[src/rtl/chacha20_keystream_block_macros.svh]
// Assertion macros shared by the keystream block RTL.
// Included by the modules that carry concurrent checks; SYNTH removes them.
`ifndef CHACHA20_KEYSTREAM_BLOCK_MACROS_SVH
`define CHACHA20_KEYSTREAM_BLOCK_MACROS_SVH
`ifndef SYNTH
`define CC_ASSERT(label, clk, rst_n, prop, msg) \
  label: assert property (@(posedge clk) disable iff (!rst_n) (prop)) else $error(msg);
`define CC_ASSERT_ALWAYS(label, clk, prop, msg) \
  label: assert property (@(posedge clk) (prop)) else $error(msg);
`else
`define CC_ASSERT(label, clk, rst_n, prop, msg)
`define CC_ASSERT_ALWAYS(label, clk, prop, msg)
`endif
`endif

[src/rtl/cc20_pkg.sv]
// Types, constants and round functions of the ChaCha20 keystream block.
// Used by every module of the block; depends on nothing.
`timescale 1ns / 1ps

package cc20_pkg;

  localparam int unsigned APB_AW = 6;
  localparam int unsigned APB_DW = 64;

  // ASCII "expand 32-byte k", word 0 in the low slot.
  localparam logic [3:0][31:0] SIGMA = {
    32'h6b206574, 32'h79622d32, 32'h3320646e, 32'h61707865
  };

  typedef enum logic [2:0] {
    REG_KEY_0      = 3'd0,
    REG_KEY_1      = 3'd1,
    REG_KEY_2      = 3'd2,
    REG_KEY_3      = 3'd3,
    REG_NONCE_LOW  = 3'd4,
    REG_NONCE_HIGH = 3'd5
  } reg_e;

  // One add/xor/rotate step of the quarter round, applied to all four lanes.
  typedef enum logic [1:0] {
    STEP_A16 = 2'd0,
    STEP_C12 = 2'd1,
    STEP_A8  = 2'd2,
    STEP_C7  = 2'd3
  } step_e;

  typedef logic [15:0][31:0] state_t;

  typedef struct packed {
    logic [3:0][63:0] key;
    logic [63:0]      nonce_low;
    logic [31:0]      nonce_high;
  } cfg_t;

  typedef struct packed {
    state_t      w;
    logic [31:0] ctr;
  } stage_t;

  function automatic logic [31:0] rotl(logic [31:0] v, int unsigned n);
    return (v << n) | (v >> (32 - n));
  endfunction

  function automatic state_t init_state(cfg_t cfg, logic [31:0] ctr);
    state_t s;
    for (int i = 0; i < 4; i++) begin
      s[i]         = SIGMA[i];
      s[4 + 2 * i] = cfg.key[i][31:0];
      s[5 + 2 * i] = cfg.key[i][63:32];
    end
    s[12] = ctr;
    s[13] = cfg.nonce_low[31:0];
    s[14] = cfg.nonce_low[63:32];
    s[15] = cfg.nonce_high;
    return s;
  endfunction

  function automatic state_t qr_step(state_t w, logic diag, step_e phase);
    state_t      r;
    logic [3:0]  a;
    logic [3:0]  b;
    logic [3:0]  c;
    logic [3:0]  d;
    logic [31:0] s;
    r = w;
    for (int q = 0; q < 4; q++) begin
      a = 4'(q);
      if (diag) begin
        b = 4'(4 + ((q + 1) & 3));
        c = 4'(8 + ((q + 2) & 3));
        d = 4'(12 + ((q + 3) & 3));
      end else begin
        b = 4'(4 + q);
        c = 4'(8 + q);
        d = 4'(12 + q);
      end
      case (phase)
        STEP_A16: begin
          s    = w[a] + w[b];
          r[a] = s;
          r[d] = rotl(w[d] ^ s, 16);
        end
        STEP_C12: begin
          s    = w[c] + w[d];
          r[c] = s;
          r[b] = rotl(w[b] ^ s, 12);
        end
        STEP_A8: begin
          s    = w[a] + w[b];
          r[a] = s;
          r[d] = rotl(w[d] ^ s, 8);
        end
        default: begin
          s    = w[c] + w[d];
          r[c] = s;
          r[b] = rotl(w[b] ^ s, 7);
        end
      endcase
    end
    return r;
  endfunction

endpackage

[src/rtl/cc20_round_stage.sv]
// One pipeline stage: a single add/xor/rotate step of four quarter rounds.
// Depends on cc20_pkg for the state types and the step function.
`timescale 1ns / 1ps

module cc20_round_stage import cc20_pkg::*; (
  input  logic   clk_i,
  input  logic   rst_ni,
  input  logic   en_i,
  input  logic   valid_i,
  input  stage_t data_i,
  input  logic   diag_i,
  input  step_e  phase_i,
  output logic   valid_o,
  output stage_t data_o
);

  logic   valid_q;
  stage_t data_q, data_d;

  always_comb begin
    data_d.w   = qr_step(data_i.w, diag_i, phase_i);
    data_d.ctr = data_i.ctr;
  end

  always_ff @(posedge clk_i or negedge rst_ni) begin
    if (!rst_ni) begin
      valid_q <= 1'b0;
    end else if (en_i) begin
      valid_q <= valid_i;
    end
  end

  always_ff @(posedge clk_i) begin
    if (en_i) begin
      data_q <= data_d;
    end
  end

  assign valid_o = valid_q;
  assign data_o  = data_q;

endmodule

[config.mk]
export PLATFORM = sky130hd
export DESIGN_NAME = cc20_round_stage
export DESIGN_NICKNAME = d
export VERILOG_FILES = /design/src/rtl/chacha20_keystream_block_macros.svh /design/src/rtl/cc20_pkg.sv /design/src/rtl/cc20_round_stage.sv
export SDC_FILE = /design/constraint.sdc
export NUM_CORES = 2
export LEC_CHECK = 0
export BUFFER_PORTS_ARGS = -buffer_cell sky130_fd_sc_hd__buf_2
export CAP_MARGIN = 10
export CELL_PAD_IN_SITES_DETAIL_PLACEMENT = 1
export CELL_PAD_IN_SITES_GLOBAL_PLACEMENT = 1
export CORE_AREA = 2 2 431 433
export CTS_BUF_LIST = sky130_fd_sc_hd__clkbuf_16
export DETAILED_ROUTE_END_ITERATION = 8
export DIE_AREA = 0 0 433 435
export PLACE_DENSITY_LB_ADDON = 0.1
export SYNTH_ARGS = -nofsm -noshare
export SYNTH_HDL_FRONTEND = slang
export SYNTH_SLANG_ARGS = --single-unit
[constraint.sdc]
create_clock -name clk_i -period 0.8 [get_ports clk_i]
set_clock_uncertainty 0.15 [all_clocks]
set_input_delay 0.08 -clock clk_i [delete_from_list [all_inputs] [get_ports clk_i]]
set_output_delay 0.08 -clock clk_i [all_outputs]
set_load 0.01 [all_outputs]
# After elaboration in Yosys (flattened, before gate mapping)
# Cells that the tools add are included.
# totals
input_bits,551
register_bits,545
out_inout_bits,545
# classes
order_cmp,24
reduce_logical,13
addsub,8
bitwise_logic,24
muxes,84
eq_ne,2
# ops
cell,count
bitwise mux 512 bit,20
one-hot mux 512 bit (3 select lines),4
binary-select mux 32 bit (select 4 bit),12
demux 32 bit (select 4 bit),12
two-way mux 32 bit,24
adder 32 bit,8
XOR 32 bit,8
OR 32 x 12 -> 32 bit,4
OR 32 x 16 -> 32 bit,4
OR 32 x 7 -> 32 bit,4
OR 32 x 8 -> 32 bit,4
less-than comparator 4 x 5 -> 1 bit (second input constant),9
greater-or-equal comparator 4 x 1 -> 1 bit (second input constant),9
two-way mux 2 bit,8
less-than comparator 3 x 5 -> 1 bit (second input constant),3
logical AND 1 bit,12
greater-or-equal comparator 3 x 1 -> 1 bit (second input constant),3
two-way mux 1 bit,4
== test 2 x 1 -> 1 bit (second input constant),1
== test 2 bit (second input constant),1
zero test 2 bit,1

# Longest topological paths before layout
# logic_depth
depth_word,17
ltp_mapped,23
ltp_nobuf,15

# Least setup slack after synthesis
# OpenSTA, ideal clock, no wires.
# synth_timing
kind,input to register
start,input diag_i
end,"register data_q (netlist bit data_o[257]), data pin"
n_path_buf,7
path_stages,21
t_required_ns,0.390
setup_time_ns,0.260
slack_ns,-4.733
arrival_time_ns,5.123
path_cell_list,buf_2 > buf_2 > buf_1 > buf_2 > clkbuf_1 > clkbuf_1 > buf_2 > mux2_2 > ha_1 > inv_1 > fa_1 > nand2b_1 > a21oi_1 > o21ai_0 > o21a_1 > a2111o_1 > nand3b_1 > xor2_1 > xor2_1 > mux4_2 > mux2_2
# synth_lines
item,line,text
"start, declared",cc20_round_stage.sv:11,"input logic diag_i,"
"end signal, assigned",cc20_round_stage.sv:35,data_q <= data_d;
"end, declared",cc20_round_stage.sv:18,"stage_t data_q, data_d;"

==> out/qor.csv <==
stage,metric,value,unit
worst_setup_path,cp.required,1.17,ns
floorplan,die_y,435,um
worst_setup_path,timing.critical_path.to_type,flop,
worst_setup_path,cp-start-kind,input pin,
clock_network,clk-insertion-delay-late,0.72,ns
power,peakVddDrop,1.41,mV
sta,timing.final.crit_share,461,%
worst_setup_path,worstReg2RegEnd,valid_o,
routing,totalWireLength,469000,um
status,violations,"hold timing, setup timing",
worst_setup_path,crit_chain,buf_16 > buf_12 > buf_4 > mux2i_1 > buf_4 > inv_1 > buf_4 > ha_4 > a21oi_4 > buf_6 > nor2_1 > o211ai_1 > buf_4 > a21oi_2 > buf_4 > o2111ai_1 > or3b_4 > xnor2_4 > nand2_2 > o31a_1 > o221ai_2 > buf_4,
layout,nets,10600,
status,outcome,"finished, violations left",
synth,synthCells,5807,
grt,grt_max_degree,91,
sta,fin_crit,3.69,ns
placed_design,place.gp.congestion,1.13,
power,combPwrFrac,64.7,%
routing,via_per_inst,5.68,
power,p_leak,43.2,nW
floorplan,rows,158,
synth,synth_flop_cell,edfxtp_1,
clock_network,cts_tree,done,
worst_setup_path,r2r-start,valid_o,
layout,fillers,21000,
floorplan,fp.dieW,433,um
clock_network,htree_levels,3,
synth,synth_top_area_share,31.6,%
power,p_seq_share,19.0,%
synth,ys_ff_latch,545,
sta,fmax,0.271,GHz
sta,hold_violations,515,
layout,area_growth,85.5,%
worst_setup_path,reg2reg_slack,-0.13,ns
worst_setup_path,path_class,input pin to flop,
power,switchingPower,90.2,mW
sta,slew_headroom,36.2,%
power,p_per_area,2120,nW/um2
hold_path,hold_path.class,input pin to flop,
hold_path,hold_depth,2,
sta,setup_slack,-2.89,ns
worst_setup_path,rr_worst_depth,1,
synth,synth_area_leader_cell,edfxtp_1,
synth,yosys_warnings,0,
layout,drive_gt1_share,53.5,%
floorplan,ios,1096,
grt,grt_pass1_vias,70200,
grt,grt_pass1_wl,612000,um
flow_run,max_cap_violations,0,
sta,worstMarginPinSlew,0.950,ns
floorplan,core,184000,um2
worst_setup_path,path_common_cell,buf_4,
sta,holdWs,-0.317,ns
synth,synth_edf_count,544,
worst_setup_path,cp.arrival,4.06,ns
floorplan,die_area,188000,um2
worst_setup_path,crit_path_top_delay_cell,or3b_4,
synth,syn_area,51700,um2
placed_design,port_buffers,1095,
sta,final-max-slew-violation-count,0,
grt,antenna_found_initial,89,
clock_network,ctsLongestPathBuffers,3,
synth,syn_nets,6614,
power,power,203,mW
clock_network,cts_root_buf,clkbuf_16,
routing,drt-initial-drc-count,7910,
clock_network,clkTransAtPathRegs,0.06,ns
hold_path,hp-start,data_i[128],
synth,synth_seq_area_share,31.7,%
worst_setup_path,critPathMaxFanout,8,
clock_network,cts.sinks,545,
clock_network,cts-buffers-inserted,71,
synth,avgSynthCellArea,8.90,um2
routing,drtAntennaViolNets,0,
routing,drc,0,
routing,num_vias,70100,
floorplan,initial_core_util,28.1,%
routing,drt_first_pass_iters,6,
power,intPower,113,mW
hold_path,min_to,data_o[128],
grt,grt_usage,47.9,%
worst_setup_path,path_buf_inv,10,
sta,setup_viol,1058,
power,clkPwrFrac,16.3,%
synth,synthTopCellsByArea,"edfxtp_1 (32%), mux2_2 (7.7%), xnor2_1 (6.4%), ha_1 (6.0%), a21oi_1 (4.7%)",
synth,ys_top_cells_by_count,"nand2_1 (587), nor2_1 (554), edfxtp_1 (544), a21oi_1 (487), xnor2_1 (380)",
synth,synthArstFlopShare,0.183,%
synth,yosysMostFrequentCell,nand2_1,
routing,wl_per_cell,38.0,um
placed_design,dp_hpwl,391000,um
grt,grt-ovfl-total,0,
layout,post-route-util,52.1,%
worst_setup_path,critical_path.max_stage_delay,0.50,ns
sta,grt_setup_unrepaired,yes,
power,switching_share,44.4,%
worst_setup_path,path_delay_family,buffers and inverters,
synth,ys_types,101,
## sequential cells by signal, summed over array words and instances, names as in the netlist
name     cells
data_o     544
valid_o      1
## worst max path at each step
stage,startpoint,to,slack [ns],cells after the start
after detailed placement,diag_i,data_o[534],-4.37,19
final,diag_i,data_o[250],-2.89,22
after global routing,diag_i,data_o[180],-2.91,18
after floorplan,diag_i,data_o[257],-3.56,21
after CTS,diag_i,data_o[486],-2.81,19
after global placement,diag_i,data_o[473],-4.33,19
## power groups by stage
stage / registers, mW / logic [mW] / clock network, mW
3_3_place_gp: 39.1 / 108 / 0
5_1_grt: 38.8 / 134 / 34.3
2_1_floorplan: 40.5 / 38.0 / 0
4_1_cts: 38.6 / 122 / 33.5
3_5_place_dp: 39.1 / 109 / 0
6_report: 38.7 / 131 / 33.1
## timing repair
item,4_1_cts,5_1_grt
resized for setup,969,392
buffers inserted,189,65
cloned,16,2
pin swaps,309,224
hold buffers,373,2
endpoints found under the hold margin,1070,648
endpoints found under the setup margin,1058,1058
## area by class of cell
| type | count | area (um2) | share of cell area (%) |
|---|---|---|---|
| antenna | 60 | 150 | 0.157 |
| clock buffer | 74 | 1850 | 1.93 |
| clock inverter | 52 | 432 | 0.450 |
| inverter | 191 | 749 | 0.782 |
| multi-input combinational | 4713 | 40600 | 42.3 |
| sequential | 545 | 16400 | 17.1 |
| tap | 2480 | 3100 | 3.24 |
| timing repair buffer | 4229 | 32700 | 34.1 |
## through the flow
step / std cells / setup TNS (ns) / area [um2] / worst slack (ns)
final: 12300 / -1598.21 / 95900 / -2.89
after global routing: 12300 / -1625.82 / 95800 / -2.91
after CTS: 12200 / -1567.58 / 93200 / -2.81
after detailed placement: 11600 / -1981.21 / 80300 / -4.37
after global placement: 11600 / -1951.66 / 80300 / -4.33
after floorplan: 5807 / -1421.30 / 53100 / -3.56
## metal layers
metal  part of all wire (%)  GRT usage (%)  wire [um]
met1                     37           56.9     174000
met2                     41           68.9     193000
met3                    9.9           12.6      46300
met4                     12           47.1      55800
met5                  0.042              0        197
## placed cells by master (no fill, tap or decap), drive strengths merged, types with 200 or more instances in the layout
cell type,netlist,routed
inv,190,208
mux2i,200,200
nor2,554,554
ha,248,248
xnor2,383,383
a21oi,488,488
buf,96,3843
xor2,206,206
o21ai,351,351
nand2,587,587
dlygate4sd3,0,374
edfxtp,544,544
mux2,356,356
## logic make-up (layout without fill, tap and decap cells)
kind of cell / count (synthesis) / in the layout / synth area share [%]
DFF: 545 / 545 / 31.7
buffers and inverters: 549 / 4546 / 4.08
xor gates and xnor gates: 606 / 606 / 10.8
other: 0 / 60 / 0
AOI/OAI and AO/OA: 1709 / 1709 / 21.6
adders and majority gates: 256 / 256 / 6.31
muxes: 570 / 570 / 12.2
and+or+nand+nor: 1572 / 1572 / 13.3
Note: power is estimated with default switching activity, not from simulation.
