File: config.mk
export PLATFORM = sky130hd
export DESIGN_NAME = cc20_cfg
export DESIGN_NICKNAME = d
export VERILOG_FILES = /design/src/rtl/chacha20_keystream_block_macros.svh /design/src/rtl/cc20_pkg.sv /design/src/rtl/cc20_cfg.sv
export SDC_FILE = /design/constraint.sdc
export NUM_CORES = 1
export LEC_CHECK = 0
export ABC_AREA = 0
export BUFFER_PORTS_ARGS = -buffer_cell sky130_fd_sc_hd__buf_2
export CORE_AREA = 2 2 194 196
export CTS_CLUSTER_DIAMETER = 30
export CTS_CLUSTER_SIZE = 25
export DETAILED_ROUTE_END_ITERATION = 8
export DIE_AREA = 0 0 196 198
export PLACE_DENSITY = 0.72
export SLEW_MARGIN = 20
export SYNTH_ARGS = -nofsm -noshare
export SYNTH_HDL_FRONTEND = slang
export SYNTH_SLANG_ARGS = --single-unit
File: constraint.sdc
create_clock -name clk_i -period 3.5 [get_ports clk_i]
set_input_delay 0.175 -clock clk_i [delete_from_list [all_inputs] [get_ports clk_i]]
set_output_delay 0.175 -clock clk_i [all_outputs]
set_load 0.01 [all_outputs]
File: src/rtl/chacha20_keystream_block_macros.svh
// Assertion macros shared by the keystream block RTL.
// Included by the modules that carry concurrent checks; SYNTH removes them.
`ifndef CHACHA20_KEYSTREAM_BLOCK_MACROS_SVH
`define CHACHA20_KEYSTREAM_BLOCK_MACROS_SVH
`ifndef SYNTH
`define CC_ASSERT(label, clk, rst_n, prop, msg) \
  label: assert property (@(posedge clk) disable iff (!rst_n) (prop)) else $error(msg);
`define CC_ASSERT_ALWAYS(label, clk, prop, msg) \
  label: assert property (@(posedge clk) (prop)) else $error(msg);
`else
`define CC_ASSERT(label, clk, rst_n, prop, msg)
`define CC_ASSERT_ALWAYS(label, clk, prop, msg)
`endif
`endif

File: src/rtl/cc20_pkg.sv
// Types, constants and round functions of the ChaCha20 keystream block.
// Used by every module of the block; depends on nothing.
`timescale 1ns / 1ps

package cc20_pkg;

  localparam int unsigned APB_AW = 6;
  localparam int unsigned APB_DW = 64;

  // ASCII "expand 32-byte k", word 0 in the low slot.
  localparam logic [3:0][31:0] SIGMA = {
    32'h6b206574, 32'h79622d32, 32'h3320646e, 32'h61707865
  };

  typedef enum logic [2:0] {
    REG_KEY_0      = 3'd0,
    REG_KEY_1      = 3'd1,
    REG_KEY_2      = 3'd2,
    REG_KEY_3      = 3'd3,
    REG_NONCE_LOW  = 3'd4,
    REG_NONCE_HIGH = 3'd5
  } reg_e;

  // One add/xor/rotate step of the quarter round, applied to all four lanes.
  typedef enum logic [1:0] {
    STEP_A16 = 2'd0,
    STEP_C12 = 2'd1,
    STEP_A8  = 2'd2,
    STEP_C7  = 2'd3
  } step_e;

  typedef logic [15:0][31:0] state_t;

  typedef struct packed {
    logic [3:0][63:0] key;
    logic [63:0]      nonce_low;
    logic [31:0]      nonce_high;
  } cfg_t;

  typedef struct packed {
    state_t      w;
    logic [31:0] ctr;
  } stage_t;

  function automatic logic [31:0] rotl(logic [31:0] v, int unsigned n);
    return (v << n) | (v >> (32 - n));
  endfunction

  function automatic state_t init_state(cfg_t cfg, logic [31:0] ctr);
    state_t s;
    for (int i = 0; i < 4; i++) begin
      s[i]         = SIGMA[i];
      s[4 + 2 * i] = cfg.key[i][31:0];
      s[5 + 2 * i] = cfg.key[i][63:32];
    end
    s[12] = ctr;
    s[13] = cfg.nonce_low[31:0];
    s[14] = cfg.nonce_low[63:32];
    s[15] = cfg.nonce_high;
    return s;
  endfunction

  function automatic state_t qr_step(state_t w, logic diag, step_e phase);
    state_t      r;
    logic [3:0]  a;
    logic [3:0]  b;
    logic [3:0]  c;
    logic [3:0]  d;
    logic [31:0] s;
    r = w;
    for (int q = 0; q < 4; q++) begin
      a = 4'(q);
      if (diag) begin
        b = 4'(4 + ((q + 1) & 3));
        c = 4'(8 + ((q + 2) & 3));
        d = 4'(12 + ((q + 3) & 3));
      end else begin
        b = 4'(4 + q);
        c = 4'(8 + q);
        d = 4'(12 + q);
      end
      case (phase)
        STEP_A16: begin
          s    = w[a] + w[b];
          r[a] = s;
          r[d] = rotl(w[d] ^ s, 16);
        end
        STEP_C12: begin
          s    = w[c] + w[d];
          r[c] = s;
          r[b] = rotl(w[b] ^ s, 12);
        end
        STEP_A8: begin
          s    = w[a] + w[b];
          r[a] = s;
          r[d] = rotl(w[d] ^ s, 8);
        end
        default: begin
          s    = w[c] + w[d];
          r[c] = s;
          r[b] = rotl(w[b] ^ s, 7);
        end
      endcase
    end
    return r;
  endfunction

endpackage

File: src/rtl/cc20_cfg.sv
// APB register file holding the key and nonce of the keystream block.
// Depends on cc20_pkg for the register map and the configuration struct.
`timescale 1ns / 1ps

module cc20_cfg import cc20_pkg::*; (
  input  logic              clk_i,
  input  logic              rst_ni,
  input  logic              psel,
  input  logic              penable,
  input  logic              pwrite,
  input  logic [APB_AW-1:0] paddr,
  input  logic [APB_DW-1:0] pwdata,
  output logic [APB_DW-1:0] prdata,
  output logic              pready,
  output cfg_t              cfg_o
);

  logic [3:0][63:0] key_q, key_d;
  logic [63:0]      nonce_low_q, nonce_low_d;
  logic [31:0]      nonce_high_q, nonce_high_d;
  logic             wr_en;
  reg_e             reg_sel;

  assign pready  = 1'b1;
  assign wr_en   = psel && penable && pwrite;
  assign reg_sel = reg_e'(paddr[5:3]);

  always_comb begin
    key_d        = key_q;
    nonce_low_d  = nonce_low_q;
    nonce_high_d = nonce_high_q;
    if (wr_en) begin
      case (reg_sel)
        REG_KEY_0:      key_d[0]     = pwdata;
        REG_KEY_1:      key_d[1]     = pwdata;
        REG_KEY_2:      key_d[2]     = pwdata;
        REG_KEY_3:      key_d[3]     = pwdata;
        REG_NONCE_LOW:  nonce_low_d  = pwdata;
        REG_NONCE_HIGH: nonce_high_d = pwdata[31:0];
        default: ;
      endcase
    end
  end

  always_comb begin
    case (reg_sel)
      REG_KEY_0:      prdata = key_q[0];
      REG_KEY_1:      prdata = key_q[1];
      REG_KEY_2:      prdata = key_q[2];
      REG_KEY_3:      prdata = key_q[3];
      REG_NONCE_LOW:  prdata = nonce_low_q;
      REG_NONCE_HIGH: prdata = {32'd0, nonce_high_q};
      default:        prdata = '0;
    endcase
  end

  always_ff @(posedge clk_i or negedge rst_ni) begin
    if (!rst_ni) begin
      key_q        <= '0;
      nonce_low_q  <= '0;
      nonce_high_q <= '0;
    end else begin
      key_q        <= key_d;
      nonce_low_q  <= nonce_low_d;
      nonce_high_q <= nonce_high_d;
    end
  end

  assign cfg_o = '{key: key_q, nonce_low: nonce_low_q, nonce_high: nonce_high_q};

endmodule

== Word level (Yosys, flattened, before mapping) ==
Index checks and enable logic that the tools add are counted.
Storage, ports and cells
  flip-flop bits (word level): 352
  input bits: 75
  output and inout port bits: 417
  logic and storage cells: 21
Operators by class
  equality and inequality tests: 5
  muxes and demuxes: 1
  reduce and logical (&&, ||, !) cells: 9
Operators by type and width (count)
  $pmux W64 S6: 1
  $reduce_and A2 Y1: 6
  $eq A3 B2 Y1 const B: 2
  $eq A3 B3 Y1 const B: 2
  $eq A3 B1 Y1 const B: 1
  $logic_not A3 Y1: 1
  $logic_and A1 B1 Y1: 2

== Depth between registers and ports, before layout ==
  word-level depth: 3
  depth in mapped cells: 6
  gate-level depth less buffers: 3

== Worst setup path after synthesis ==
No wires, ideal clock.
  kind: input port to output port
  from: input port paddr[4]
  to: output port prdata[33]
  arrival: 1.370 ns
  required time: 3.325 ns
  path slack: 1.955 ns
  stages: 5
  path buffers: 2
  cell sequence: buf_2 buf_1 mux2_2 a221oi_1 nor2_1
Between the ends
  cells in the longest elaborated chain, start to end: 2
  elaborated cells between the ends (all ways): 7
  those cells by class: 5 x eq/ne; 1 x mux; 1 x reduce/logical
Ends and longest elaborated chain
  start, declared: RTL line cc20_cfg.sv:11  | input logic [APB_AW-1:0] paddr,
  $eq A3 B3 Y1, or another cell as far along: RTL line cc20_cfg.sv:46  | case (reg_sel)
  $pmux W64 S6 *: RTL line cc20_cfg.sv:46
  end, declared: RTL line cc20_cfg.sv:13  | output logic [APB_DW-1:0] prdata,
Every way passes the cells marked *; elsewhere a longest branch is shown, timed or not.

== Final worst setup path ==
  from: input port paddr[4]
  to: output port prdata[30]
The elaborated chain is that of the path after synthesis.

==> summary.md <==
| Metric | Value |
|---|---|
| Outcome | `complete, no violations` |
| DR iter-0 viols | `around 500` |
| # diodes | `0` |
| CP max stage cell | `buf_4` |
| Total CTS buffers | `79` |
| Die Width | `just under 200 um` |
| WL/cell | `roughly 24 um` |
| Share of cells above drive strength 1 | `58.3%` |
| Synth area leader | `dfrtp_1` |
| Layout net count | `around 1800` |
| Top cell type's share of synthesized area | `between 50% and 60%` |
| Post-synthesis register bit count | `about 350` |
| Synth area leaders | `dfrtp_1 55%, mux2_2 27%, mux2i_1 5.2%, buf_2 1.6%, mux2_1 1.5%` |
| Placer Congestion | `0.844` |
| Reg2reg path depth | `1` |
| Dpl hpwl | `34.8 mm` |
| DRT antenna net count | `0` |
| Async SR Flop Fraction | `100%` |
| Sw Pwr | `4.72 mW` |
| Die ar. | `38800 um^2` |
| Routed vias | `around 13000` |
| Vias in the first global route | `~14000` |
| Tmin final | `~2.5 ns` |
| Switching share of total power | `28.3%` |
| Slew Limit Fails | `0` |
| Total GRT Usage | `27.7%` |
| Grt ovf | `0` |
| Critical path class | `input port to primary output` |
| Synth Warn # | `0` |
| Setup TNS Final | `0 ns` |
| Die height | `between 150 and 200 um` |
| Clk_lat worst skew | `0.58 ns` |
| Filler cells | `between 2000 and 3000` |
| IO buf count | `a little under 500` |
| Fin. Hold Viols | `0` |
| Largest net degree at the start of global routing | `approximately 100` |
| Gate count of the mapped netlist | `approximately 1200` |
| Syn_nets | `~1200` |
| Crit path DAT | `around 2.3 ns` |
| Combinational share of power | `19.4%` |
| Worst path cell trace | `buf_6 -> buf_4 -> mux2_2 -> a221oi_1 -> a31oi_1 -> buf_2` |
| Initial antenna violation count | `0` |
| 1st-pass router iterations | `5` |
| Post-Route WL | `about 55 mm` |
| Total power draw | `between 15 and 20 mW` |
| Worst Hold Class | `input port to asynchronous set/reset pin` |
| RSZ-0062 raised after global routing | `false` |
| Clk sink count | `~350` |
| Clock Tree Buf Depth | `3` |
| Post-synth EDFFs | `0` |
| Cell row count | `a little over 70` |
| Worst endpoint required time | `between 3 and 4 ns` |
| First-pass GRT wire length | `between 80 and 90 mm` |
| Reg power frac | `33.2%` |
| FF-to-FF Start | `cfg_o[141]` |
| Reg-to-reg endpoint | `cfg_o[141]` |
| Netlist cell types | `35` |
| Root Driver | `clkbuf_16` |
| CP Max Fanout | `67` |
| Placed cells | `2065` |
| Slowest stage delay, CP | `0.54 ns` |
| Post-synth top flop | `dfrtp_1` |
| Mapped Area | `around 16000 um^2` |
| Final Skew | `0 ns` |
| Initial Util | `approximately 44%` |
| Core Region | `approximately 37000 um^2` |
| Top-level port count | `about 500` |
| Internal power | `11.9 mW` |
| Cell leakage power | `about 11 nW` |
| Clock-pin slew on the worst setup and hold paths | `0.04 ns` |
| Synth top cells by count | `382 x mux2_2, 352 x dfrtp_1, 83 x mux2i_1, 53 x buf_2, 29 x nand2_1` |
| Max-cap violations | `0` |
| CTS tree | `done` |
| Peak supply drop | `approximately 580 uV` |
| CP startpoint kind | `input port` |
| H-tree depth | `3` |
| Average size of a mapped cell | `13.8 um^2` |
| Non-filler cells, final | `between 2000 and 2500` |
| Vias/cell | `between 5 and 6` |
| Post-synthesis sequential area ratio | `54.7%` |
| R2R setup slack | `~2.7 ns` |
| Worst-Margin Slew | `just over 0.9 ns` |
| Worst Setup End Kind | `primary output` |
| Maximum clock rate | `approximately 0.40 GHz` |
| Pwr dens | `between 700 and 800 nW/um^2` |
| Count leader, synth | `mux2_2` |
| Worst slew margin | `between 30% and 40%` |
| DRC violations left | `0` |
| Clock power share | `between 40% and 50%` |
| Area growth syn-to-layout | `40.7%` |
| # setup viols final | `0` |
| Fin crit share | `between 70% and 80%` |
## placed cells by master, fill, tap and decap left out, types with 3 or more instances in the layout
master / n
clkbuf_8: 11
a21o_1: 13
clkinv_4: 8
a31oi_1: 3
a21oi_1: 17
nand2b_1: 3
clkbuf_16: 84
o21a_1: 23
a221oi_1: 25
o32ai_1: 8
mux2_1: 21
o21ai_0: 16
buf_12: 8
bufinv_16: 12
o221ai_1: 14
mux2i_1: 83
dfrtp_1: 352
a211oi_1: 13
buf_2: 483
inv_1: 8
nand2_1: 29
clkinv_2: 14
nor2_4: 5
buf_4: 21
mux2_2: 382
nand3_1: 13
clkinvlp_4: 6
nor2_1: 24
dlygate4sd3_1: 65
inv_6: 8
clkbuf_1: 3
a221o_1: 9
## how the worst max path moves through the flow
| stage | from | depth (start not counted) | slack [ns] | end |
|---|---|---|---|---|
| floorplan | paddr[4] | 5 | 1.95 | prdata[33] |
| global placement | paddr[4] | 5 | 1.09 | cfg_o[258] |
| detailed placement | paddr[4] | 5 | 1.05 | cfg_o[248] |
| CTS | paddr[4] | 6 | 1.08 | prdata[30] |
| global route | paddr[4] | 6 | 0.95 | prdata[30] |
| finish | paddr[4] | 6 | 1.02 | prdata[30] |
## flip-flops by register name (all words and copies together) (netlist names)
register / count
cfg_o: 256
nonce_low_q: 64
nonce_high_q: 32
## worst max-delay path, delay by kind of cell
kind	cells	cell delay, ns
mux	1	0.40
compound gates	2	0.34
buf+inv	3	1.25
## through the flow
stage	util (%)	area, um^2	hold WS [ns]	setup slack (ns)
6_report	61.3	22600	0.234	1.02
5_1_grt	61.3	22600	0.249	0.946
4_1_cts	61.3	22600	0.216	1.08
3_5_place_dp	51.7	19100	0.270	1.05
3_3_place_gp	51.7	19100	0.273	1.09
2_1_floorplan	-	16100	-0.121	1.95
## power by group through the flow
stage,Combinational [mW],Clock (mW),Sequential [mW]
after floorplan,1.28,0,5.83
after global placement,3.11,0,5.51
after detailed placement,3.16,0,5.57
after CTS,3.25,8.00,5.52
after global routing,3.47,8.21,5.64
final,3.24,7.89,5.54
## per-layer routing
metal	vias to the layer above	track usage [%]	wire [um]
met4	0	14.1	2240
li1	5483	-	-
met1	6471	31.8	20900
met2	603	46.2	26400
met5	-	0	0
met3	123	9.50	4970
## kinds of logic (layout without fill, tap and decap cells)
family          count (synthesis)  after routing  synth area share [%]
compound gates                144            144                  6.69
buf+inv                        96            736                  2.72
flops                         352            352                  54.7
mux                           486            486                  33.4
other cells                     1              1                0.0233
simple gates                   84             84                  2.46
## repair_timing
action,CTS,global route
hold buffers,65,0
endpoints found under the hold margin,448,0
resized for setup,0,0
setup buffers,0,0
## area by class of cell
type | count | area (um^2) | share of cell area, %
Sequential cell | 352 | 8810 | 38.9
Multi-Input combinational cell | 715 | 6890 | 30.4
Timing Repair Buffer | 580 | 3420 | 15.1
Clock buffer | 98 | 2260 | 10.0
Clock inverter | 49 | 632 | 2.79
Tap cell | 474 | 593 | 2.62
Inverter | 9 | 33.8 | 0.149
(Power assumes the default switching activity.)
